==> src/sv/mmt_pkg.sv <==
// Package for the modifier mask tracker: action codes, sizes and the word types
// shared by the core, the output buffer and the top level.
// No dependencies.
package mmt_pkg;

    localparam int NumModifiers = 8;
    localparam int MaskWidth    = 8;
    localparam int CountWidth   = 8;
    localparam int WordWidth    = 16;
    localparam int ActionWidth  = 3;

    localparam logic [MaskWidth-1:0] ModMask =
        MaskWidth'((9'd1 << NumModifiers) - 9'd1);

    localparam logic [ActionWidth-1:0] ActAdd            = 3'd0;
    localparam logic [ActionWidth-1:0] ActDelete         = 3'd1;
    localparam logic [ActionWidth-1:0] ActSetDisguise    = 3'd2;
    localparam logic [ActionWidth-1:0] ActRemoveDisguise = 3'd3;
    localparam logic [ActionWidth-1:0] ActFreeze         = 3'd4;
    localparam logic [ActionWidth-1:0] ActUnfreeze       = 3'd5;

    typedef struct packed {
        logic [ActionWidth-1:0] action;
        logic [MaskWidth-1:0]   modifier_mask;
        logic [WordWidth-1:0]   disguise_word;
    } event_t;

    typedef struct packed {
        logic                 report_sent;
        logic [MaskWidth-1:0] frozen_mask;
        logic [MaskWidth-1:0] disguised_mask;
    } result_t;

endpackage

==> src/sv/mmt_core.sv <==
// Tracker state and the single-pass update for one event word.
// Depends on mmt_pkg.
module mmt_core (
    input  logic             aclk,
    input  logic             aresetn,
    input  logic             take,
    input  mmt_pkg::event_t  evt,
    output mmt_pkg::result_t res
);

    logic [mmt_pkg::CountWidth-1:0] press_counts_reg  [mmt_pkg::NumModifiers];
    logic [mmt_pkg::CountWidth-1:0] press_counts_next [mmt_pkg::NumModifiers];
    logic [mmt_pkg::MaskWidth-1:0]  frozen_bits_reg,    frozen_bits_next;
    logic [mmt_pkg::MaskWidth-1:0]  disguised_bits_reg, disguised_bits_next;
    logic [mmt_pkg::CountWidth-1:0] disguise_count_reg, disguise_count_next;
    logic [mmt_pkg::CountWidth-1:0] freeze_count_reg,   freeze_count_next;
    logic [mmt_pkg::WordWidth-1:0]  current_disguise_reg, current_disguise_next;

    logic [mmt_pkg::MaskWidth-1:0] mask;
    logic [mmt_pkg::MaskWidth-1:0] held_bits;
    logic [mmt_pkg::MaskWidth-1:0] recomputed;
    logic                          unfrozen;
    logic                          report;

    assign mask     = evt.modifier_mask & mmt_pkg::ModMask;
    assign unfrozen = (freeze_count_reg == '0);

    always_comb begin
        held_bits = '0;
        for (int i = 0; i < mmt_pkg::NumModifiers; i++) begin
            held_bits[i] = (press_counts_reg[i] != '0);
        end
    end

    always_comb begin
        for (int i = 0; i < mmt_pkg::NumModifiers; i++) begin
            press_counts_next[i] = press_counts_reg[i];
        end
        frozen_bits_next      = frozen_bits_reg;
        disguise_count_next   = disguise_count_reg;
        freeze_count_next     = freeze_count_reg;
        current_disguise_next = current_disguise_reg;
        report                = 1'b0;

        unique case (evt.action)
            mmt_pkg::ActAdd: begin
                for (int i = 0; i < mmt_pkg::NumModifiers; i++) begin
                    if (mask[i]) begin
                        press_counts_next[i] = press_counts_reg[i] + 1'b1;
                    end
                end
                if (unfrozen) begin
                    frozen_bits_next = frozen_bits_reg | mask;
                    report           = 1'b1;
                end
            end
            mmt_pkg::ActDelete: begin
                for (int i = 0; i < mmt_pkg::NumModifiers; i++) begin
                    if (mask[i]) begin
                        press_counts_next[i] = press_counts_reg[i] - 1'b1;
                        if (press_counts_next[i] == '0 && unfrozen) begin
                            frozen_bits_next[i] = 1'b0;
                        end
                    end
                end
                report = unfrozen;
            end
            mmt_pkg::ActSetDisguise: begin
                // A different word starts its count afresh.
                if (current_disguise_reg != evt.disguise_word) begin
                    current_disguise_next = evt.disguise_word;
                    disguise_count_next   = mmt_pkg::CountWidth'(1);
                end else begin
                    disguise_count_next = disguise_count_reg + 1'b1;
                end
                report = 1'b1;
            end
            mmt_pkg::ActRemoveDisguise: begin
                if (current_disguise_reg == evt.disguise_word && disguise_count_reg != '0) begin
                    disguise_count_next = disguise_count_reg - 1'b1;
                    report = (disguise_count_reg == mmt_pkg::CountWidth'(1));
                end
            end
            mmt_pkg::ActFreeze: begin
                freeze_count_next = freeze_count_reg + 1'b1;
            end
            mmt_pkg::ActUnfreeze: begin
                freeze_count_next = freeze_count_reg - 1'b1;
                frozen_bits_next  = held_bits;
                report            = 1'b1;
            end
            default: begin
            end
        endcase
    end

    always_comb begin
        recomputed = frozen_bits_next;
        if (disguise_count_next != '0) begin
            recomputed = (recomputed & ~current_disguise_next[mmt_pkg::WordWidth-1:8])
                       | current_disguise_next[7:0];
        end
        disguised_bits_next = report ? recomputed : disguised_bits_reg;
    end

    assign res.report_sent    = report;
    assign res.frozen_mask    = frozen_bits_next;
    assign res.disguised_mask = disguised_bits_next;

    always_ff @(posedge aclk) begin
        if (!aresetn) begin
            for (int i = 0; i < mmt_pkg::NumModifiers; i++) begin
                press_counts_reg[i] <= '0;
            end
            frozen_bits_reg      <= '0;
            disguised_bits_reg   <= '0;
            disguise_count_reg   <= '0;
            freeze_count_reg     <= '0;
            current_disguise_reg <= '0;
        end else if (take) begin
            for (int i = 0; i < mmt_pkg::NumModifiers; i++) begin
                press_counts_reg[i] <= press_counts_next[i];
            end
            frozen_bits_reg      <= frozen_bits_next;
            disguised_bits_reg   <= disguised_bits_next;
            disguise_count_reg   <= disguise_count_next;
            freeze_count_reg     <= freeze_count_next;
            current_disguise_reg <= current_disguise_next;
        end
    end

`ifndef ASSERT_OFF
    // With no disguise outstanding the disguised set is the frozen set.
    a_plain_when_undisguised: assert property (@(posedge aclk) disable iff (!aresetn)
        disguise_count_reg == '0 |-> disguised_bits_reg == frozen_bits_reg)
        else $error("disguised set differs from frozen set without a disguise");

    a_freeze_holds_set: assert property (@(posedge aclk) disable iff (!aresetn)
        take && evt.action == mmt_pkg::ActFreeze |=> $stable(frozen_bits_reg))
        else $error("freeze changed the frozen set");

    a_unused_silent: assert property (@(posedge aclk) disable iff (!aresetn)
        take && (evt.action == 3'd6 || evt.action == 3'd7)
        |-> !report && frozen_bits_next == frozen_bits_reg)
        else $error("unused action had an effect");

    a_frozen_no_report: assert property (@(posedge aclk) disable iff (!aresetn)
        take && !unfrozen && (evt.action == mmt_pkg::ActAdd || evt.action == mmt_pkg::ActDelete)
        |=> $stable(frozen_bits_reg) && $stable(disguised_bits_reg))
        else $error("add or delete moved the sets while frozen");
`endif

endmodule

==> src/sv/mmt_out_buf.sv <==
// Result register with a skid stage, so that the ready seen by the core comes
// straight from a register. Depends on mmt_pkg.
module mmt_out_buf (
    input  logic             aclk,
    input  logic             aresetn,
    input  logic             in_valid,
    output logic             in_ready,
    input  mmt_pkg::result_t in_res,
    output logic             out_valid,
    input  logic             out_ready,
    output mmt_pkg::result_t out_res
);

    logic             main_valid_reg, skid_valid_reg;
    mmt_pkg::result_t main_res_reg,   skid_res_reg;

    assign in_ready  = !skid_valid_reg;
    assign out_valid = main_valid_reg;
    assign out_res   = main_res_reg;

    always_ff @(posedge aclk) begin
        if (!aresetn) begin
            main_valid_reg <= 1'b0;
            skid_valid_reg <= 1'b0;
        end else if (out_ready || !main_valid_reg) begin
            main_valid_reg <= skid_valid_reg || in_valid;
            skid_valid_reg <= 1'b0;
        end else if (in_valid && in_ready) begin
            skid_valid_reg <= 1'b1;
        end
    end

    always_ff @(posedge aclk) begin
        if (out_ready || !main_valid_reg) begin
            main_res_reg <= skid_valid_reg ? skid_res_reg : in_res;
        end else if (in_valid && in_ready) begin
            skid_res_reg <= in_res;
        end
    end

`ifndef ASSERT_OFF
    a_skid_behind_main: assert property (@(posedge aclk) disable iff (!aresetn)
        skid_valid_reg |-> main_valid_reg)
        else $error("skid stage holds a word while the result register is empty");
`endif

endmodule

==> src/sv/modifier_mask_tracker_unit.sv <==
// Modifier mask tracker: one result word for every event word, one event per clock while
// the output is not stalled. An event is registered on entry, the tracker state and result
// are computed in a single combinational pass, and the result is held in a result register
// with a skid stage. A result word goes from the input register to the result register, or
// through the skid stage when m_axis_tready holds the output; throughput is one event per cycle.
// Depends on mmt_pkg, mmt_core and mmt_out_buf.
module modifier_mask_tracker_unit (
    input  logic        aclk,
    input  logic        aresetn,
    input  logic        s_axis_tvalid,
    output logic        s_axis_tready,
    input  logic [23:0] s_axis_tdata,   // [7:0] modifier_mask, [23:8] disguise_word
    input  logic [2:0]  s_axis_tuser,   // [2:0] action
    output logic        m_axis_tvalid,
    input  logic        m_axis_tready,
    output logic [23:0] m_axis_tdata    // [0] report_sent, [8:1] frozen_mask,
                                        // [16:9] disguised_mask, [23:17] zero
);

    logic             in_valid_reg;
    mmt_pkg::event_t  in_evt_reg;
    logic             buf_ready;
    logic             take;
    mmt_pkg::result_t core_res;
    mmt_pkg::result_t out_res;

    assign take          = in_valid_reg && buf_ready;
    assign s_axis_tready = !in_valid_reg || buf_ready;

    always_ff @(posedge aclk) begin
        if (!aresetn) begin
            in_valid_reg <= 1'b0;
        end else if (s_axis_tready) begin
            in_valid_reg <= s_axis_tvalid;
        end
    end

    always_ff @(posedge aclk) begin
        if (s_axis_tready && s_axis_tvalid) begin
            in_evt_reg.action        <= s_axis_tuser;
            in_evt_reg.modifier_mask <= s_axis_tdata[7:0];
            in_evt_reg.disguise_word <= s_axis_tdata[23:8];
        end
    end

    mmt_core u_core (
        .aclk    (aclk),
        .aresetn (aresetn),
        .take    (take),
        .evt     (in_evt_reg),
        .res     (core_res)
    );

    mmt_out_buf u_out_buf (
        .aclk      (aclk),
        .aresetn   (aresetn),
        .in_valid  (in_valid_reg),
        .in_ready  (buf_ready),
        .in_res    (core_res),
        .out_valid (m_axis_tvalid),
        .out_ready (m_axis_tready),
        .out_res   (out_res)
    );

    assign m_axis_tdata = {7'd0, out_res.disguised_mask, out_res.frozen_mask,
                           out_res.report_sent};

endmodule
==> config.mk <==
export PLATFORM = sky130hd
export DESIGN_NAME = modifier_mask_tracker_unit
export DESIGN_NICKNAME = d
export VERILOG_FILES = /design/src/sv/mmt_pkg.sv /design/src/sv/mmt_core.sv /design/src/sv/mmt_out_buf.sv /design/src/sv/modifier_mask_tracker_unit.sv
export SDC_FILE = /design/constraint.sdc
export NUM_CORES = 1
export LEC_CHECK = 0
export BUFFER_PORTS_ARGS = -buffer_cell sky130_fd_sc_hd__clkbuf_2
export CORE_MARGIN = 4
export CORE_UTILIZATION = 40
export CTS_BUF_LIST = sky130_fd_sc_hd__clkbuf_4 sky130_fd_sc_hd__clkbuf_8
export CTS_CLUSTER_DIAMETER = 50
export DETAILED_ROUTE_END_ITERATION = 6
export PLACE_DENSITY = 0.54
export SETUP_SLACK_MARGIN = 0.4
export SLEW_MARGIN = 20
export SYNTH_ARGS = -nofsm -noshare
export SYNTH_HDL_FRONTEND = slang
export SYNTH_SLANG_ARGS = --single-unit
==> constraint.sdc <==
create_clock -name aclk -period 7.7 [get_ports aclk]
set_input_delay 1.155 -clock aclk [delete_from_list [all_inputs] [get_ports aclk]]
set_output_delay 1.155 -clock aclk [all_outputs]
set_load 0.05 [all_outputs]
==> metrics.txt, run 1 <==
drt drc=0; routed wire length=25500 um; Final GP Congestion=0.873; number of diodes=0; first-pass GRT wire length=41400 um; maximum root-to-sink buffer count=2; number of flops mapped to enable cells by yosys=125; Slew HR=26.7%; Ys Warns=0; post-synth top area share=35.3%; Yosys reg bits=176; Final ANT Viol Nets=0; final hold violations=0; most frequent cell after synthesis=edfxtp_1; Comb power frac=16.8%; Final HPWL DP=17500 um; Overflow after GRT=0; reg2reg path depth=13; post-synth top area cell=edfxtp_1; dpl cell area=11100 sq um; maximum fanout along the worst path=22; Critical R2R Launch=in_evt_reg[24]$_DFFE_PP_; setup repair after global routing missed its margin=false; Setup Buffers After CTS=0; cell-internal power=0.00144 W; hold worst-path end=u_core.disguised_bits_reg[3]$_SDFFE_PN0P_; Ports=57; sum of negative setup slack=0 ns; Mapped Cells=1119; die height=171 um; WS Path Type=flip-flop to flip-flop; pre-CTS setup slack=3.81 ns; P per Cell Area=187 nW/um^2; Crit Reg-Reg Endpoint=u_core.freeze_count_reg[7]$_SDFFE_PN0P_; Async SR Flop Fraction=0%; Worst Path Required=8.06 ns; Cell Area, Synth=10600 sq um; Psw=0.000701 W; Hold WS=0.481 ns; Via density=5.48; post-cts hold buffer count=0; R2R setup slack=3.72 ns; core region area=26100 sq um; H-tree depth=4; crit start category=flip-flop; top_reg_cell synth=edfxtp_1; TritonCTS buffer count=17; Slew @ Worst Pin=1.10 ns; per-cell routed wire length=17.3 um; syn_area_per_cell=9.50 sq um; Peak Freq=251 MHz; leakage dissipation=4.35 nW; outcome=finished, final reports clean; CP Capture Type=flip-flop; number of global-route vias before repair=7694; Sw Ratio=32.7%; TritonCTS clock tree=done; CP arrival=4.33 ns; max reg flops=64; via count=8082; nets=1192; setup slack after layout=3.72 ns; chip width=171 um; Tmin final=3.98 ns; layout cell share with drive strength beyond 1=10.3%; Peak VDD IR=96.0 uV; initial antenna violation count=0; Root Buffer=clkbuf_8; CTS Sinks=176; pin count of the biggest net entering global routing=72; Rows=59; Final Skew=0.0201 ns; Hold Path Class=flip-flop to flip-flop; Seq/Total Area, Yosys=44.9%; gr usage total=17.6%; drt pass-1 iters=5; fin. max-slew vios=0; Final Instance Area=11500 sq um; Fillers=2587; Setup-failing EPs final=0; post-cts repair resize count=0; Clock power frac=30.4%; Max Cap Viol=0; DR iter-0 viols=642; synth cell count leaders=edfxtp_1, nor2_1, nand2_1, xnor2_1, clkbuf_1; Port Buffers=49; Distinct cells, synth=79; power share of the sequential group=52.9%; HP Start=u_core.disguised_bits_reg[3]$_SDFFE_PN0P_; Worst Hold Depth=2; worst skew pair latency=0.48 ns; Synth-to-Final Area Change=7.89%; period utilization=51.6%; die area=29300 sq um; Initial Utilization=40.7%; fin util=43.9%; top cells by area, synth=edfxtp_1, dfxtp_1, xnor2_1; Clock Pin Slew Worst Setup and Hold Paths=0.10 ns
how the worst max path moves through the flow:
| stage | endpoint | startpoint | slack, ns | depth (start not counted) |
|---|---|---|---|---|
| floorplan | u_core.freeze_count_reg[7]$_SDFFE_PN0P_ | in_evt_reg[26]$_DFFE_PP_ | 4.58 | 15 |
| global placement | u_core.freeze_count_reg[7]$_SDFFE_PN0P_ | in_evt_reg[24]$_DFFE_PP_ | 3.87 | 13 |
| detailed placement | u_core.freeze_count_reg[7]$_SDFFE_PN0P_ | in_evt_reg[24]$_DFFE_PP_ | 3.81 | 13 |
| CTS | u_core.freeze_count_reg[7]$_SDFFE_PN0P_ | in_evt_reg[24]$_DFFE_PP_ | 3.77 | 13 |
| global route | u_core.freeze_count_reg[7]$_SDFFE_PN0P_ | in_evt_reg[24]$_DFFE_PP_ | 3.41 | 13 |
| finish | u_core.freeze_count_reg[7]$_SDFFE_PN0P_ | in_evt_reg[24]$_DFFE_PP_ | 3.72 | 13 |
critical path: stages, from the launching register on:
cell,delay (ns)
edfxtp_1,0.86
inv_1,0.51
or3_1,0.60
inv_1,0.29
ha_1,0.29
a21o_1,0.17
a21oi_1,0.22
o21bai_1,0.09
a21oi_1,0.22
o21bai_1,0.09
a21oi_1,0.17
xnor2_1,0.13
nand2_1,0.08
mux2i_1,0.13
power groups by stage:
stage | Clock, W | Combinational, W | Sequential [W]
finish | 0.000651 | 0.000359 | 0.00113
global route | 0.000710 | 0.000397 | 0.00114
CTS | 0.000673 | 0.000361 | 0.00113
detailed placement | 0 | 0.000360 | 0.00115
global placement | 0 | 0.000359 | 0.00115
floorplan | 0 | 0.000248 | 0.00117
kinds of logic (layout without fill, tap and decap cells):
family	after synthesis	after routing	share of synthesized area, %
AND/OR/NAND/NOR	438	438	20.9
AO/OA/AOI/OAI	214	214	13.6
flip-flops	176	176	44.9
buffers and inverters	124	138	5.04
XOR/XNOR	89	89	7.33
multiplexers	42	42	4.01
adder cells (fa/ha/maj)	35	35	4.19
other	1	7	0.0353
layout by cell type, fill, tap and decap left out, types with 20 or more instances in the layout:
cell type	count
clkbuf_2	49
xnor2_1	57
a21oi_1	42
nor3_1	41
nor2_1	115
a31oi_1	20
xor2_1	32
nand3_1	34
ha_1	34
inv_1	41
dfxtp_1	51
nor2b_1	23
mux2i_1	37
edfxtp_1	125
o21ai_0	39
nand2_1	97
metrics by stage:
stage	std cells	total power, W
finish	1474	0.00214
global route	1474	0.00225
CTS	1474	0.00217
detailed placement	1442	0.00151
global placement	1442	0.00151
floorplan	1125	0.00142
cell type report:
type / instances / area, sq um / area share (%)
well taps: 335 / 419 / 3.65
clock buffers: 17 / 234 / 2.04
clock inverters: 15 / 173 / 1.51
inverters: 43 / 161 / 1.41
multi-input cells: 825 / 5360 / 46.7
flip-flops and latches: 176 / 4770 / 41.6
repair buffers: 63 / 350 / 3.05
metal layers:
metal	part of all wire, %	wire (um)	GRT usage, %	vias to the layer above
met5	0	0	0	-
met4	0.87	221	3.34	0
met3	4.3	1090	3.33	20
met2	44	11300	27.6	180
met1	51	12900	25.7	3826
li1	-	-	-	4056
No activity file was read; power rests on OpenSTA's default activity.
==> run 2: changes to the inputs <==
--- a/config.mk
+++ b/config.mk
@@ -11,7 +11,7 @@
 export CTS_BUF_LIST = sky130_fd_sc_hd__clkbuf_4 sky130_fd_sc_hd__clkbuf_8
 export CTS_CLUSTER_DIAMETER = 50
 export DETAILED_ROUTE_END_ITERATION = 6
-export PLACE_DENSITY = 0.54
+export PLACE_DENSITY = 0.56
 export SETUP_SLACK_MARGIN = 0.4
 export SLEW_MARGIN = 20
 export SYNTH_ARGS = -nofsm -noshare
==> constraint.sdc (replaced) <==
create_clock -name aclk -period 3.5 [get_ports aclk]
set_input_delay 0.525 -clock aclk [delete_from_list [all_inputs] [get_ports aclk]]
set_output_delay 0.525 -clock aclk [all_outputs]
set_load 0.05 [all_outputs]
==> metrics.txt, run 2 (same netlist as run 1, synthesis figures left out) <==
outcome=finished, final reports clean; Cell Chain, Critical Path=inv_1 -> ha_1 -> nor4b_4 -> nand2_2 -> and3_1 -> o31a_1 -> a211oi_2 -> nor4b_4 -> buf_4 -> and2_4 -> o31a_1 -> o31ai_2; CP max stage delay=0.38 ns; Final HPWL DP=18100 um; nets=1226; Rows=59; Slew @ Worst Pin=0.763 ns; Worst Path Required=3.72 ns; maximum fanout along the worst path=8; P per Cell Area=409 nW/um^2; Tmin final=2.99 ns; Slew HR=49.1%; number of global-route vias before repair=7883; CP Capture Type=flip-flop; core region area=26100 sq um; Ports=57; reg2reg path depth=12; commonest non-fill, non-tap cells in the layout=edfxtp_1, nor2_1, nand2_1; max reg flops=64; commonest non-fill, non-tap cell in the layout=edfxtp_1; Critical R2R Launch=u_core.disguise_count_reg[1]$_SDFFE_PN0P_; Final ANT Viol Nets=0; Hold Path Class=primary input to flip-flop; Final Skew=0.0228 ns; Setup-failing EPs final=0; Clock Pin Slew Worst Setup and Hold Paths=0.12 ns; crit start category=flip-flop; sum of negative setup slack=0 ns; pin count of the biggest net entering global routing=68; Max Cap Viol=0; Overflow after GRT=0; Port Buffers=49; final hold violations=0; TritonCTS clock tree=done; first-pass GRT wire length=42700 um; path length in cells of the critical path=12; per-cell routed wire length=17.6 um; Top Family by Delay on Critical Path=simple AND/OR/NAND/NOR gates; period utilization=85.4%; Peak Freq=334 MHz; die area=29300 sq um; post-cts hold buffer count=0; CP endpoint=u_out_buf.skid_res_reg[2]$_DFFE_PP_; number of diodes=0; WS Path Type=flip-flop to flip-flop; chip width=171 um; initial antenna violation count=0; Initial Utilization=40.7%; die height=171 um; via count=8348; layout cell share with drive strength beyond 1=13.9%; fin. max-slew vios=0; crit path launch=u_core.disguise_count_reg[1]$_SDFFE_PN0P_; Via density=5.54; Root Buffer=clkbuf_8; worst skew pair latency=0.48 ns; Peak VDD IR=216 uV; R2R setup slack=0.51 ns; CP arrival=3.21 ns; routed wire length=26500 um; TritonCTS buffer count=17; Hold WS=0.208 ns; DR iter-0 viols=723; maximum root-to-sink buffer count=2; leakage dissipation=4.55 nW; drt pass-1 iters=6; H-tree depth=4; Crit Reg-Reg Endpoint=u_out_buf.skid_res_reg[2]$_DFFE_PP_; slowest CP cell=dfxtp_2; Synth-to-Final Area Change=11.1%; setup repair after global routing missed its margin=true; CTS Sinks=176; drt drc=0; worst path bufs/invs=2; gr usage total=18.3%; Final GP Congestion=0.906
run 2: metrics by stage:
stage          utilization [%]  std cells  worst slack (ns)  total power [W]  instance area (sq um)
2_1_floorplan                -       1125             0.505          0.00313                  10700
3_3_place_gp              43.0       1464             0.271          0.00335                  11200
3_5_place_dp              43.0       1464             0.245          0.00336                  11200
4_1_cts                   44.7       1500             0.411          0.00485                  11700
5_1_grt                   45.2       1508             0.376          0.00506                  11800
6_report                  45.2       1508             0.510          0.00483                  11800
run 2: power breakdown:
group	internal, W	switching (W)	leakage, nW
Sequential	0.00236	0.000120	1.68
Combinational	0.000322	0.000564	2.66
Clock	0.000554	0.000907	0.205
Total	0.00324	0.00159	4.55
run 2: area by class of cell:
class	count	area [sq um]
Clock buffer	18	241
Clock inverter	14	163
Fill cell	2563	14300
Inverter	43	161
Multi-Input combinational cell	827	5440
Sequential cell	176	4780
Tap cell	335	419
Timing Repair Buffer	95	607
run 2: per-layer routing:
| metal | track usage, % | up-vias | part of all wire, % |
|---|---|---|---|
| met5 | 0 | - | 0 |
| met4 | 4.89 | 0 | 1.8 |
| met3 | 2.91 | 27 | 3.8 |
| met2 | 27.7 | 177 | 44 |
| met1 | 27.3 | 4012 | 50 |
| li1 | - | 4132 | - |
run 2: worst min-delay path by stage:
stage,depth (start not counted),from,to
after floorplan,2,u_core.disguised_bits_reg[3]$_SDFFE_PN0P_,u_core.disguised_bits_reg[3]$_SDFFE_PN0P_
after global placement,2,u_core.disguised_bits_reg[3]$_SDFFE_PN0P_,u_core.disguised_bits_reg[3]$_SDFFE_PN0P_
after detailed placement,2,u_core.disguised_bits_reg[3]$_SDFFE_PN0P_,u_core.disguised_bits_reg[3]$_SDFFE_PN0P_
after CTS,1,s_axis_tdata[19],in_evt_reg[11]$_DFFE_PP_
after global routing,1,s_axis_tdata[19],in_evt_reg[11]$_DFFE_PP_
final,1,s_axis_tdata[19],in_evt_reg[11]$_DFFE_PP_
run 2: what timing repair did:
item,4_1_cts,5_1_grt
gates resized for setup,7,14
gates cloned,2,0
pin swaps,2,2
buffers inserted,2,8
setup endpoints to repair,18,26
